$ cat src/hdl/rrod_ram.sv
// Generic single-port-write, single-port-read RAM with registered read data.
module rrod_ram #(
  parameter int WIDTH = 8,
  parameter int DEPTH = 16
) (
  input  logic                     clk,
  input  logic                     wr_en,
  input  logic [$clog2(DEPTH)-1:0] wr_addr,
  input  logic [WIDTH-1:0]         wr_data,
  input  logic [$clog2(DEPTH)-1:0] rd_addr,
  output logic [WIDTH-1:0]         rd_data
);

  logic [WIDTH-1:0] mem [DEPTH];
  logic [WIDTH-1:0] rd_data_r;

  always_ff @(posedge clk) begin
    if (wr_en) begin
      mem[wr_addr] <= wr_data;
    end
    rd_data_r <= mem[rd_addr];
  end

  assign rd_data = rd_data_r;

endmodule

$ cat config.mk
export PLATFORM = sky130hd
export DESIGN_NAME = rrod_ram
export DESIGN_NICKNAME = d
export VERILOG_FILES = /design/src/hdl/rrod_ram.sv
export SDC_FILE = /design/constraint.sdc
export NUM_CORES = 1
export LEC_CHECK = 0
export ABC_CLOCK_PERIOD_IN_PS = 2400
export BUFFER_PORTS_ARGS = -buffer_cell sky130_fd_sc_hd__buf_2
export CAP_MARGIN = 20
export CELL_PAD_IN_SITES_DETAIL_PLACEMENT = 2
export CELL_PAD_IN_SITES_GLOBAL_PLACEMENT = 2
export CORE_MARGIN = 8
export CORE_UTILIZATION = 48
export CTS_CLUSTER_DIAMETER = 60
export DETAILED_ROUTE_END_ITERATION = 16
export PLACE_DENSITY_LB_ADDON = 0.1
export REMOVE_ABC_BUFFERS = 1
export SKIP_CTS_REPAIR_TIMING = 1
export SLEW_MARGIN = 20
export SYNTH_ARGS = -nofsm -noshare
export SYNTH_HDL_FRONTEND = slang
export SYNTH_SLANG_ARGS = --single-unit
$ cat constraint.sdc
create_clock -name clk -period 2.4 [get_ports clk]
set_input_delay 0.48 -clock clk [delete_from_list [all_inputs] [get_ports clk]]
set_output_delay 0.48 -clock clk [all_outputs]
set_load 0.03 [all_outputs]
Word-level counts from Yosys, hierarchy flattened
Memories as Yosys holds them, arrays and structs flattened. A register that Yosys moved wholly into a read port is not among the register bits.
Index checks and enable logic that the tools add are counted.

word-level totals
  memory bits (writable) = 128
  output and inout port bits = 8
  register bits = 0
  input bits = 18
  logic and storage cells = 3
  memories = 1

operators by class
  mux-type cells = 2

memories
  name  depth  width  rd ports  clocked after Yosys merged registers in  wr ports  RTL line  source
  mem   16     8      1         1                                        1         14        logic [WIDTH-1:0] mem [DEPTH];

operator list
  cell               number
  1-bit two-way mux  2

Logic depth before layout (Yosys ltp)
  word-level depth = 2
  depth in mapped cells = 5
  depth with buffers taken out = 3

Worst setup path after synthesis
No wires, ideal clock.

  kind = input port to flip-flop
  start point = input wr_addr[2]
  end point = memory mem[0][0], enable pin
  library setup time = 0.383 ns
  stages on the path = 2
  slack = 0.427 ns
  path buffers = 0
  required time = 2.017 ns
  arrival time = 1.590 ns
  path through = or3b_2 nor3_1

RTL lines
  item         RTL line  source
  from (decl)  8         input logic [$clog2(DEPTH)-1:0] wr_addr,
  to (decl)    14

No word-level cell before the write port.

==> results.md <==
- Setup CP Type: primary input to register
- Critical path endpoint category: register
- Residual DRC: 0
- Storage cell area: 4004 µm²
- Max cap viols: 0
- Routed len/inst: 29.38 µm
- Final Max Slew Viols: 0
- Endpoints failing hold: 0
- Synth top area share: 74.67%
- Multiplexer share of the synthesized area: 15.02%
- Yosys Warn Count: 0
- Post-synthesis register bit count: 136
- Die X-Extent: 119.6 µm
- Detailed-route vias per instance: 5.820
- Reg-to-reg setup timing slack: 0.87 ns
- Worst flop-to-flop path startpoint: mem[1][5]
- Reg2Reg Depth: 3
- DR vias: 2,549
- Final Setup Violations: 0
- CP Max Fanout: 21
- Cell row count: 38
- Later-pin clock latency in the skew report: 0.51 ns
- Final GP Congestion: 0.7016
- Skew final: 0.01115 ns
- Num CTS Buffers: 17
- Synth Area in Compound Gates: 2.333%
- Mapped Area: 5147 µm²
- Hold Path Cell Cnt: 1
- Post-Synthesis Cells: 229
- Initial antenna violation count: 0
- Fmax: 586.4 MHz
- Total power: 5640 µW
- Routed WL: 12.87 mm
- XOR/XNOR share of the synthesized area: 0%
- Root buffer cell: clkbuf_8
- Worst-margin pin slew: 0.4461 ns
- Vias in the first global route: 2,830
- Arrival @ worst endpoint: 2.09 ns
- Sequential Power Share: 47.5%
- Min cycle time layout: 1.705 ns
- Synth cell types: 19
- Clock transition at path regs: 0.06 ns
- Internal: 4455 µW
- Largest net degree at the start of global routing: 24
- Total Neg Setup Slack: 0 ns
- Synth-to-Final Area Change: 19.59%
- Area contributors post-synth: edfxtp_1 75%, mux4_2 7.9%, mux4_1 7.1%
- IO buf count: 25
- Total gr overflow: 0
- Net count, final: 303
- CORE AREA: 10,650 µm²
- Hold Path End: mem[11][7]
- Status: finished, final reports clean
- Sw Ratio: 21.02%
- Inserted Diodes: 0
- First-pass GRT wire length: 19.22 mm
- Worst r2r dst: rd_data[5]
- Filler cells: 893
- Total GRT Usage: 19.08%
- Clock power share: 47.3%
- H-tree Lvls: 4
- Sequential element share of the synthesized area: 77.78%
- CP Launch Type: primary input
- RSZ-0062 raised after global routing: no
- Layout cell share with drive strength beyond 1: 31.88%
- Multi-input logic area: 1057 µm²
- Synth area leader: edfxtp_1
- Rel. slew slack: 70.26%
- Hpwl dp: 8.077 mm
- TritonCTS clock tree: built
- HP Class: primary input to register
- Worst path required time: 2.78 ns
- Max rail drop VDD: 473.1 µV
- Sw Pwr: 1185 µW
- Final ANT Viol Nets: 0
- Logic pwr share: 5.2%
- Chip Height: 119.6 µm
- CTS max path bufs: 2
- Simple-Gate Fraction of Synth Area: 3.184%
- Pwr Density: 916.2 nW/µm²
- Initial DRC count: 196
- Area share of fa/ha/maj cells after synthesis: 0%
- Area of the die: 14,290 µm²
- Pleak: 0.002104 µW
- Initial Util: 48.33%
- Synth Area per Inst: 22.48 µm²
- Commonest cells after routing, fill and taps aside: 128 x edfxtp_1, 25 x buf_2, 20 x buf_4
- Fin crit share: 71.06%
- Worst Min Path Start: wr_data[7]
- Largest family of logic cells by synthesized area: multiplexers
- 1st-pass router iterations: 4
- Most common cell after layout, fill and taps aside: edfxtp_1
- IO Pins: 26
- Clk sink count: 136
-- area by class of cell --
cell class / instances / area share, %
multi-input combinational: 83 / 17.17
tap: 140 / 2.846
timing repair buffer: 47 / 5.122
clock inverter: 12 / 2.907
clock buffer: 20 / 6.911
sequential: 136 / 65.04
-- layer usage --
| layer | GRT usage (%) | up-vias | share of wire (%) |
|---|---|---|---|
| met5 | 0 | - | 0 |
| met4 | 6.245 | 0 | 0.58 |
| met3 | 4.039 | 7 | 5.1 |
| met2 | 29.20 | 92 | 50 |
| met1 | 26.88 | 1362 | 44 |
| li1 | - | 1088 | - |
-- worst max-delay path by stage --
stage / slack, ns / endpoint / from
after floorplan: 0.43 / mem[0][0] / wr_addr[2]
after detailed placement: 0.20 / rd_data[5] / rd_addr[0]
after CTS: 0.68 / rd_data[5] / rd_addr[0]
final: 0.69 / rd_data[5] / rd_addr[0]
after global routing: 0.63 / rd_data[5] / rd_addr[0]
after global placement: 0.31 / rd_data[2] / rd_addr[0]
-- stage by stage --
| stage | std cells | hold WS, ns | util, % | instance area, µm² | worst slack [ns] |
|---|---|---|---|---|---|
| after floorplan | 219 | 0.5789 | - | 5061 | 0.4271 |
| after global placement | 406 | 0.6578 | 52.13 | 5552 | 0.3107 |
| after detailed placement | 406 | 0.6750 | 52.13 | 5552 | 0.2031 |
| after CTS | 438 | 0.3374 | 57.80 | 6156 | 0.6759 |
| after global routing | 438 | 0.3458 | 57.80 | 6156 | 0.6317 |
| final | 438 | 0.3550 | 57.80 | 6156 | 0.6946 |
-- power by group through the flow --
stage	Clock [µW]	Sequential, µW	Combinational, µW
2_1_floorplan	0	2750	106
3_3_place_gp	0	2720	286
3_5_place_dp	0	2730	298
4_1_cts	2710	2680	302
5_1_grt	2800	2680	317
6_report	2670	2680	296
-- Yosys cell counts --
cell type        instances
a22oi_1                 16
and2_1                   1
and2b_1                  1
buf_2                    3
buf_4                    1
buf_6                    3
clkdlybuf4s25_2          3
dfxtp_1                  8
edfxtp_1               128
mux4_1                  14
mux4_2                  18
nand2_1                  9
nand2b_1                 2
nand3_1                  1
nand3b_1                 2
nor2_1                  13
nor2b_1                  1
nor3_1                   4
or3b_2                   1
-- critical path, stage by stage --
cell,delay (ns)
buf_2,0.11
buf_12,0.20
buf_4,0.22
mux4_1,0.62
a22oi_1,0.33
nand2_1,0.11
-- registers in the layout (all words and copies together), names as in the netlist --
name     flops
mem        128
rd_data      8
-- cells by family (layout without fill, tap and decap cells) --
kind of cell | count (synthesis) | after routing
DFF | 136 | 136
and+or+nand+nor | 35 | 35
buffers and inverters | 10 | 79
muxes | 32 | 32
AOI/OAI and AO/OA | 16 | 16
Power figures use the tool's default switching activity.
