`src/hdl/rrod_pkg.sv`:
```
// Shared constants, types and widths for the row repeat offset detector.
package rrod_pkg;

  localparam int MAX_WIDTH = 1024;
  localparam int CHANNELS  = 3;

  localparam int CHAN_N = 3;
  localparam int CHAN_W = 8;
  localparam int WORD_W = CHAN_N * CHAN_W;
  localparam int FLAG_W = CHAN_N;

  localparam int COL_W = $clog2(MAX_WIDTH);
  localparam int CFG_W = 11;
  localparam int CNT_W = $clog2(MAX_WIDTH + 1);
  localparam int CMP_W = (CNT_W > CFG_W) ? CNT_W : CFG_W;
  localparam int NCELL = MAX_WIDTH - 1;

  localparam logic [CFG_W-1:0]  ROW_WIDTH_RST = 11'd1024;
  localparam logic [CHAN_W-1:0] MARK_VALUE    = 8'd255;
  localparam logic              REQ_PIXEL     = 1'b0;
  localparam logic              REQ_DRAIN     = 1'b1;

  typedef logic [FLAG_W-1:0] flag_t;

  typedef struct packed {
    logic              live;
    logic [WORD_W-1:0] pix;
  } tap_t;

  typedef struct packed {
    logic step;
    logic row_start;
    logic row_end;
    logic is_pixel;
  } cell_ctl_t;

endpackage

```
`src/hdl/rrod_cell.sv`:
```
// One distance cell: a pixel tap, the current row's marks and the previous row's marks.
module rrod_cell (
  input  logic                        clk,
  input  logic                        rst_n,
  input  rrod_pkg::cell_ctl_t         ctl,
  input  logic [rrod_pkg::WORD_W-1:0] pix_i,
  input  rrod_pkg::tap_t              tap_i,
  output rrod_pkg::tap_t              tap_o,
  input  rrod_pkg::flag_t             prv_i,
  output rrod_pkg::flag_t             prv_o
);

  logic                        vld_r, vld_nxt;
  logic [rrod_pkg::WORD_W-1:0] pix_r, pix_nxt;
  rrod_pkg::flag_t             cur_r, cur_nxt;
  rrod_pkg::flag_t             prv_r, prv_nxt;
  rrod_pkg::flag_t             hit;
  rrod_pkg::flag_t             cur_upd;
  logic                        live;

  always_comb begin
    live = vld_r & ~ctl.row_start;
    for (int c = 0; c < rrod_pkg::FLAG_W; c++) begin
      if (c < rrod_pkg::CHANNELS) begin
        hit[c] = live & ctl.is_pixel &
                 (pix_i[c*rrod_pkg::CHAN_W +: rrod_pkg::CHAN_W] ==
                  pix_r[c*rrod_pkg::CHAN_W +: rrod_pkg::CHAN_W]);
      end else begin
        hit[c] = 1'b0;
      end
    end
    cur_upd = (ctl.row_start ? '0 : cur_r) | hit;

    vld_nxt = vld_r;
    pix_nxt = pix_r;
    cur_nxt = cur_r;
    prv_nxt = prv_r;
    if (ctl.step) begin
      vld_nxt = tap_i.live;
      pix_nxt = tap_i.pix;
      cur_nxt = cur_upd;
      prv_nxt = ctl.row_end ? cur_upd : prv_i;
    end
  end

  always_ff @(posedge clk) begin
    if (!rst_n) begin
      vld_r <= 1'b0;
      cur_r <= '0;
      prv_r <= '0;
    end else begin
      vld_r <= vld_nxt;
      cur_r <= cur_nxt;
      prv_r <= prv_nxt;
    end
  end

  always_ff @(posedge clk) begin
    pix_r <= pix_nxt;
  end

  assign tap_o.live = live;
  assign tap_o.pix  = pix_r;
  assign prv_o      = prv_r;

endmodule

```
`config.mk`:
```
export PLATFORM = sky130hd
export DESIGN_NAME = rrod_cell
export DESIGN_NICKNAME = d
export VERILOG_FILES = /design/src/hdl/rrod_pkg.sv /design/src/hdl/rrod_cell.sv
export SDC_FILE = /design/constraint.sdc
export NUM_CORES = 1
export LEC_CHECK = 0
export ABC_AREA = 1
export BUFFER_PORTS_ARGS = -buffer_cell sky130_fd_sc_hd__buf_2
export CAP_MARGIN = 20
export CORE_MARGIN = 10
export CORE_UTILIZATION = 46
export DETAILED_ROUTE_END_ITERATION = 10
export HOLD_SLACK_MARGIN = 0.06
export PLACE_DENSITY = 0.88
export REMOVE_ABC_BUFFERS = 1
export SETUP_SLACK_MARGIN = 0.1
export SLEW_MARGIN = 40
export SYNTH_ARGS = -nofsm -noshare
export SYNTH_HDL_FRONTEND = slang
export SYNTH_SLANG_ARGS = --single-unit
```
`constraint.sdc`:
```
create_clock -name clk -period 3.56 [get_ports clk]
set_clock_uncertainty 0.1 [all_clocks]
set_input_delay 0.178 -clock clk [delete_from_list [all_inputs] [get_ports clk]]
set_output_delay 0.178 -clock clk [all_outputs]
set_load 0.005 [all_outputs]
```
Yosys cells after proc, flatten, opt, wreduce, memory -nomap -nowiden
Index checks and enable logic that the tools add are counted.

word-level totals
  input port bits = 58
  output and inout port bits = 28
  logic and storage cells = 16
  bits in registers = 31

operators by class
  multiplexer cells = 2
  bitwise logic cells = 7
  equality and inequality tests = 3

operators by type and width
  operator          number
  == test 8 bit     3
  2-to-1 mux 3 bit  2
  AND 1 bit         5
  bitwise OR 3 bit  1
  NOT 1 bit         1

Longest topological paths before layout
Gate-level depths: netlist of the first run.

  depth after elaboration = 6
  mapped depth = 9
  mapped depth without buffers = 9

Worst setup path before layout of the first run
OpenSTA, ideal clock, no wires.

  kind = register to register
  start = register pix_r[3] (netlist bit)
  end = register prv_r[0], in the netlist prv_o[0]
  setup time = 0.066 ns
  arrival time = 1.066 ns
  clock period less this slack = 1.232 ns
  buffers on the path = 0
  data required time = 3.394 ns
  stages on the path, launching flop included = 7
  slack = 2.328 ns
  cell sequence = edfxtp_1 > or2_1 > a21oi_1 > nand3_1 > nand3_1 > nand2_1 > a21oi_2

on the way
  longest elaborated chain between the ends = 4

RTL lines
  item                    RTL line         RTL
  start, declared         rrod_cell.sv:14  logic [rrod_pkg::WORD_W-1:0] pix_r, pix_nxt;
  start signal, assigned  rrod_cell.sv:59  pix_r <= pix_nxt;
  == test 8 bit           rrod_cell.sv:26  (pix_i[c*rrod_pkg::CHAN_W +: rrod_pkg::CHAN_W] ==
  AND 1 bit               rrod_cell.sv:25  hit[c] = live & ctl.is_pixel &
  bitwise OR 3 bit        rrod_cell.sv:32  cur_upd = (ctl.row_start ? '0 : cur_r) | hit;
  2-to-1 mux 3 bit        rrod_cell.sv:42  prv_nxt = ctl.row_end ? cur_upd : prv_i;
  end signal, assigned    rrod_cell.sv:54  prv_r <= prv_nxt;
  end, declared           rrod_cell.sv:16  rrod_pkg::flag_t prv_r, prv_nxt;

Every way passes these cells.
A chain may end at the register's enable or synchronous reset.

==> results.yml, run 1 <==
clocking:
  tritoncts.num_buffers: 5
  cts_setup_buffers: 0
  ctsResizeCount: 0
  cts_buffer_depth: 2
  htreeDepth: 2
  insertion_delay_ps: 330
  clk_transition_reported_paths_ps: 90
  cts_tree: "yes"
  clock_sink_count: 31
  root_buffer: "clkbuf_4"
  cts_hold_buf: 27
yosys:
  yosys.area.top_type_share_pct: 51.1
  yosysSeqAreaShare_pct: 61.0
  avgSynthCellArea_um2: 10.1
  yosys.area.top_type: "edfxtp_1"
  synth.distinct_cells: 18
  yosysWarnings: 0
  postSynthCellCount: 139
  synthTopCellsByArea: "edfxtp_1 51%, dfxtp_1 9.9%, nand2_1 9.1%, xnor2_1 6.2%, xor2_1 5.0%"
  synth-seq-cells: 31
  synthesis.area_um2: 1410
sta:
  tightest_slew_ps: 649
  fin_crit_sh_pct: 44.9
  fmax_mhz: 625
  finalSetupTns_ps: 0
  finalHoldViolCount: 0
  fin_crit_ps: 1600
  whs_ps: 116
  finalMaxSlewViolations: 0
  setup_viol: 0
  max_slew_margin_pct: 56.8
  rsz0062_at_grt: "no"
final_layout:
  regArea_um2: 861
  syn_to_final_growth_pct: 55.6
  n_antenna_cell: 0
  nets: 314
  finalNonFillerCells: 290
  num-fill-cells: 247
  most-common-layout-cells: "85 x buf_2, 34 x nand2_1, 27 x dlygate4sd3_1"
  design_area_um2: 2190
  multi_input_area_um2: 469
  layout_commonest_cell: "buf_2"
  drive_gt1_share_pct: 37.7
placed_design:
  gp_congestion: 0.805
  dp_hpwl_mm: 3.05
  io_buffer_count: 85
  placed_cell_area_um2: 1860
  numPlacedInstances: 255
route:
  antenna_left: 0
  drt-initial-drc-count: 53
  firstDrtPassIters: 4
  drcViolationCount: 0
  num_vias: 1315
  wire_per_inst_um: 14.6
  viasPerCell: 4.53
  drt_wl_total_mm: 4.22
grt:
  grt_pass1_vias: 1462
  grt_pass1_wl_mm: 6.83
  antenna_found_initial: 0
  grt_remaining_overflow: 0
  track_usage_pct: 16.2
  grt_max_degree: 33
power:
  peakVddDrop_mv: 0.251
  power_density_nw_per_um2: 361
  leakagePower_nw: 1.08
flow_run:
  cap_violations: 0
floorplan:
  rows: 20
  dieArea_um2: 5680
  start_util_pct: 47.0
  chipWidth_um: 75.4
  die_h_um: 75.4
  core-area_um2: 3000
  io_pins: 86
critical_path:
  cp_num_buf_inv: 3
  start_kind: "input port"
  worst_ep_arrival_time_ps: 1720
  crit_path_max_incr_delay_ps: 540
  path_class: "input port to flip-flop"
  crit_family: "buffers and inverters"
  path_cells: "buf_2 -> inv_1 -> nor2_1 -> nor2_1 -> dlygate4sd3_1"
  worst_setup_path_end_kind: "flip-flop"
  crit_fanout: 32
  cp.required_ps: 3680
  slowest_stage: "dlygate4sd3_1"
  cp_common_cell: "nor2_1"
hold_path:
  hp-class: "input port to flip-flop"
run_status:
  outcome: "complete, no violations"
[cell usage after synthesis]
library cell	number
dfxtp_1	7
or2_1	1
edfxtp_1	24
nand2_2	1
o21ai_0	1
o211ai_1	3
xor2_1	8
buf_4	1
nor2_4	1
nand3_1	9
a21oi_1	2
clkbuf_2	1
inv_2	1
a21oi_2	2
nor2_1	16
xnor2_1	10
inv_1	17
nand2_1	34
[per-layer routing]
metal	track usage [%]	vias up	part of all wire [%]	wire (um)
met2	28.8	52	55	2330
met4	10.5	0	3.8	159
met1	14.7	574	32	1350
li1	-	676	-	-
met5	0	-	0	0
met3	7.03	13	9.2	387
[layout make-up]
type	count	share of cell area, %
clock inverters	1	0.228
repair buffers	112	31.7
multi-input cells	88	21.4
inverters	18	3.08
flip-flops and latches	31	39.2
clock buffers	7	2.51
well taps	33	1.88
[registers in the layout (all words and copies together), names as in the netlist]
signal / flops
cur_r: 3
prv_o: 3
vld_r: 1
pix_r: 24
[worst register-to-register path, cell delays in order, from the launching register on]
cell and delay, ps:
edfxtp_1 430, xnor2_1 200, nand2_1 70, nor2_1 120, nand3_1 120, nand3_1 90
o211ai_1 90, inv_1 70
[report_power, final]
| group | leakage (nW) | internal [mW] | switching [mW] | total, mW |
|---|---|---|---|---|
| sequential | 0.293 | 0.420 | 0.0172 | 0.437 |
| clock | 0.0353 | 0.0956 | 0.114 | 0.210 |
| combinational | 0.754 | 0.0832 | 0.0630 | 0.146 |
[stage by stage]
| stage | setup WS, ps | total power [mW] | util, % |
|---|---|---|---|
| after floorplan | 2330 | 0.493 | - |
| final | 1960 | 0.793 | 73.1 |
| after global routing | 1820 | 0.842 | 73.1 |
| after CTS | 1960 | 0.795 | 73.1 |
| after global placement | 2150 | 0.561 | 62.1 |
| after detailed placement | 2090 | 0.567 | 62.1 |
[logic make-up (layout without fill, tap and decap cells)]
family	Yosys count	after routing	synth area share, %
and+or+nand+nor	62	62	18.2
DFF	31	31	61.0
buffers and inverters	20	138	5.68
xor gates and xnor gates	18	18	11.2
AOI/OAI and AO/OA	8	8	3.90
[worst paths after layout]
check,endpoint,from,cells after the start,slack [ps]
max reg2reg,cur_r[2]$_SDFFE_PN0P_,pix_r[16]$_DFFE_PP_,7,2200
min reg2reg,prv_o[1]$_SDFFE_PN0P_,prv_o[1]$_SDFFE_PN0P_,2,370
max,vld_r$_SDFFE_PN0P_,ctl[3],5,1960
min,prv_o[0]$_SDFFE_PN0P_,prv_i[0],5,120
Power figures use the tool's default switching activity.
==> inputs of run 2 (changes only) <==
- CORE_UTILIZATION: 46 -> 38
- PLACE_DENSITY: 0.88 -> 0.78
- clock period: 3.56 -> 1.4 ns (I/O delays scaled with it)
==> run 2 against run 1 <==
  * First-iteration DRC count down 40%
  * Total power rose to 2.7 times the previous value
  * Critical path depth grew 2
==> results.yml, run 2 (synthesized netlist as in run 1, its figures left out) <==
run_status:
  outcome: "complete, no violations"
critical_path:
  worst_ep_arrival_time_ps: 1410
  start_kind: "flip-flop"
  worst_setup_path_end_kind: "flip-flop"
  crit_fanout: 2
  ff2ff_setup_slack_ps: 110
  crit_path_end: "prv_o[2]$_SDFFE_PN0P_"
  worstReg2RegStart: "pix_r[16]$_DFFE_PP_"
  cp.required_ps: 1520
  crit_path_start: "pix_r[16]$_DFFE_PP_"
  reg2reg_depth: 7
  path_class: "flip-flop to flip-flop"
  reg2reg_to: "prv_o[2]$_SDFFE_PN0P_"
route:
  drt_wl_total_mm: 4.14
  num_vias: 1330
  viasPerCell: 4.30
  drcViolationCount: 0
  firstDrtPassIters: 4
  antenna_left: 0
  wire_per_inst_um: 13.4
  drt-initial-drc-count: 32
sta:
  finalMaxSlewViolations: 0
  setup_slack_ps: 106
  rsz0062_at_grt: "yes"
  fin_crit_ps: 1290
  finalHoldViolCount: 0
  whs_ps: 66.2
  tightest_slew_ps: 262
  fin_crit_sh_pct: 92.4
  fmax_mhz: 773
  max_slew_margin_pct: 82.5
  setup_viol: 0
hold_path:
  hp-class: "input port to flip-flop"
final_layout:
  regArea_um2: 861
  design_area_um2: 2280
  nets: 318
  largest_reg_flops: 24
  n_antenna_cell: 0
  multi_input_area_um2: 482
  final_util_pct: 62.8
  syn_to_final_growth_pct: 61.8
  layout_commonest_cell: "buf_2"
  drive_gt1_share_pct: 39.8
  num-fill-cells: 319
  most-common-layout-cells: "85 x buf_2, 34 x nand2_1, 27 x dlygate4sd3_1"
  top_register: "pix_r"
placed_design:
  io_buffer_count: 85
  placed_cell_area_um2: 1900
  post-place-ws_ps: 83.2
  dp_hpwl_mm: 3.01
  gp_congestion: 0.774
clocking:
  htreeDepth: 2
  cts_buffer_depth: 2
  tritoncts.num_buffers: 5
  cts_tree: "yes"
  clk_transition_reported_paths_ps: 60
  root_buffer: "clkbuf_8"
  insertion_delay_ps: 280
  clock_sink_count: 31
power:
  peakVddDrop_mv: 0.741
  p_int_mw: 1.64
  p_switching_mw: 0.519
  pwr-share-clk_pct: 30.9
  p_seq_share_pct: 51.3
  combPwrFrac_pct: 17.8
  leakagePower_nw: 1.11
  swShare_pct: 24.1
  power_density_nw_per_um2: 946
  total_power_mw: 2.16
flow_run:
  cap_violations: 0
floorplan:
  chipWidth_um: 80.9
  rows: 22
  die_h_um: 80.9
  core-area_um2: 3630
  start_util_pct: 38.8
  dieArea_um2: 6550
  io_pins: 86
grt:
  track_usage_pct: 12.6
  grt_pass1_wl_mm: 6.25
  grt_remaining_overflow: 0
  grt_max_degree: 15
  grt_pass1_vias: 1299
  antenna_found_initial: 0
==> run 2: what timing repair did <==
item                       CTS  global route
hold endpoints to repair    37             7
resized for setup            0             5
hold buffers                26             1
setup endpoints to repair    1            20
pin swaps                    0             9
buffers inserted             0             2
==> run 2: how the worst min path moves through the flow <==
stage / from / to / depth (start not counted)
floorplan: tap_i[0] / pix_r[0]$_DFFE_PP_ / 0
global placement: tap_i[19] / pix_r[19]$_DFFE_PP_ / 1
detailed placement: tap_i[3] / pix_r[3]$_DFFE_PP_ / 1
CTS: rst_n / vld_r$_SDFFE_PN0P_ / 3
global route: prv_i[0] / prv_o[0]$_SDFFE_PN0P_ / 5
finish: prv_i[2] / prv_o[2]$_SDFFE_PN0P_ / 5
==> run 2: critical path, cell delays in order, from the launching register on <==
cell and delay [ps]:
edfxtp_1 390, xnor2_1 170, nand2_1 80, nor2_2 120, nand3_2 100, nand3_1 100, nand2_1 70, a21oi_2 110
==> run 2: per-layer routing <==
layer | global-route usage, % | wire length, um | share of wire [%]
met1 | 11.9 | 1390 | 34
met4 | 5.36 | 54 | 1.3
met5 | 0 | 0 | 0
met2 | 22.7 | 2260 | 54
met3 | 6.40 | 438 | 11
==> run 2: area by class of cell <==
cell class                      instances  area share (%)
Sequential cell                        31            37.7
Timing Repair Buffer                  116            32.0
Multi-Input combinational cell         88            21.1
Clock buffer                            7            3.35
Inverter                               18            2.96
Tap cell                               48            2.63
Clock inverter                          1           0.219
==> run 2: power by group through the flow <==
stage | Clock [mW] | Sequential [mW] | Combinational [mW]
2_1_floorplan | 0 | 1.14 | 0.119
3_3_place_gp | 0 | 1.12 | 0.309
5_1_grt | 0.727 | 1.12 | 0.428
4_1_cts | 0.695 | 1.11 | 0.373
6_report | 0.666 | 1.11 | 0.384
3_5_place_dp | 0 | 1.13 | 0.315
==> run 2: metrics by stage <==
stage / TNS, ps / cells
after global placement: 0 / 272
final: 0 / 309
after CTS: 0 / 306
after global routing: -24.9 / 309
after detailed placement: 0 / 272
after floorplan: 0 / 137
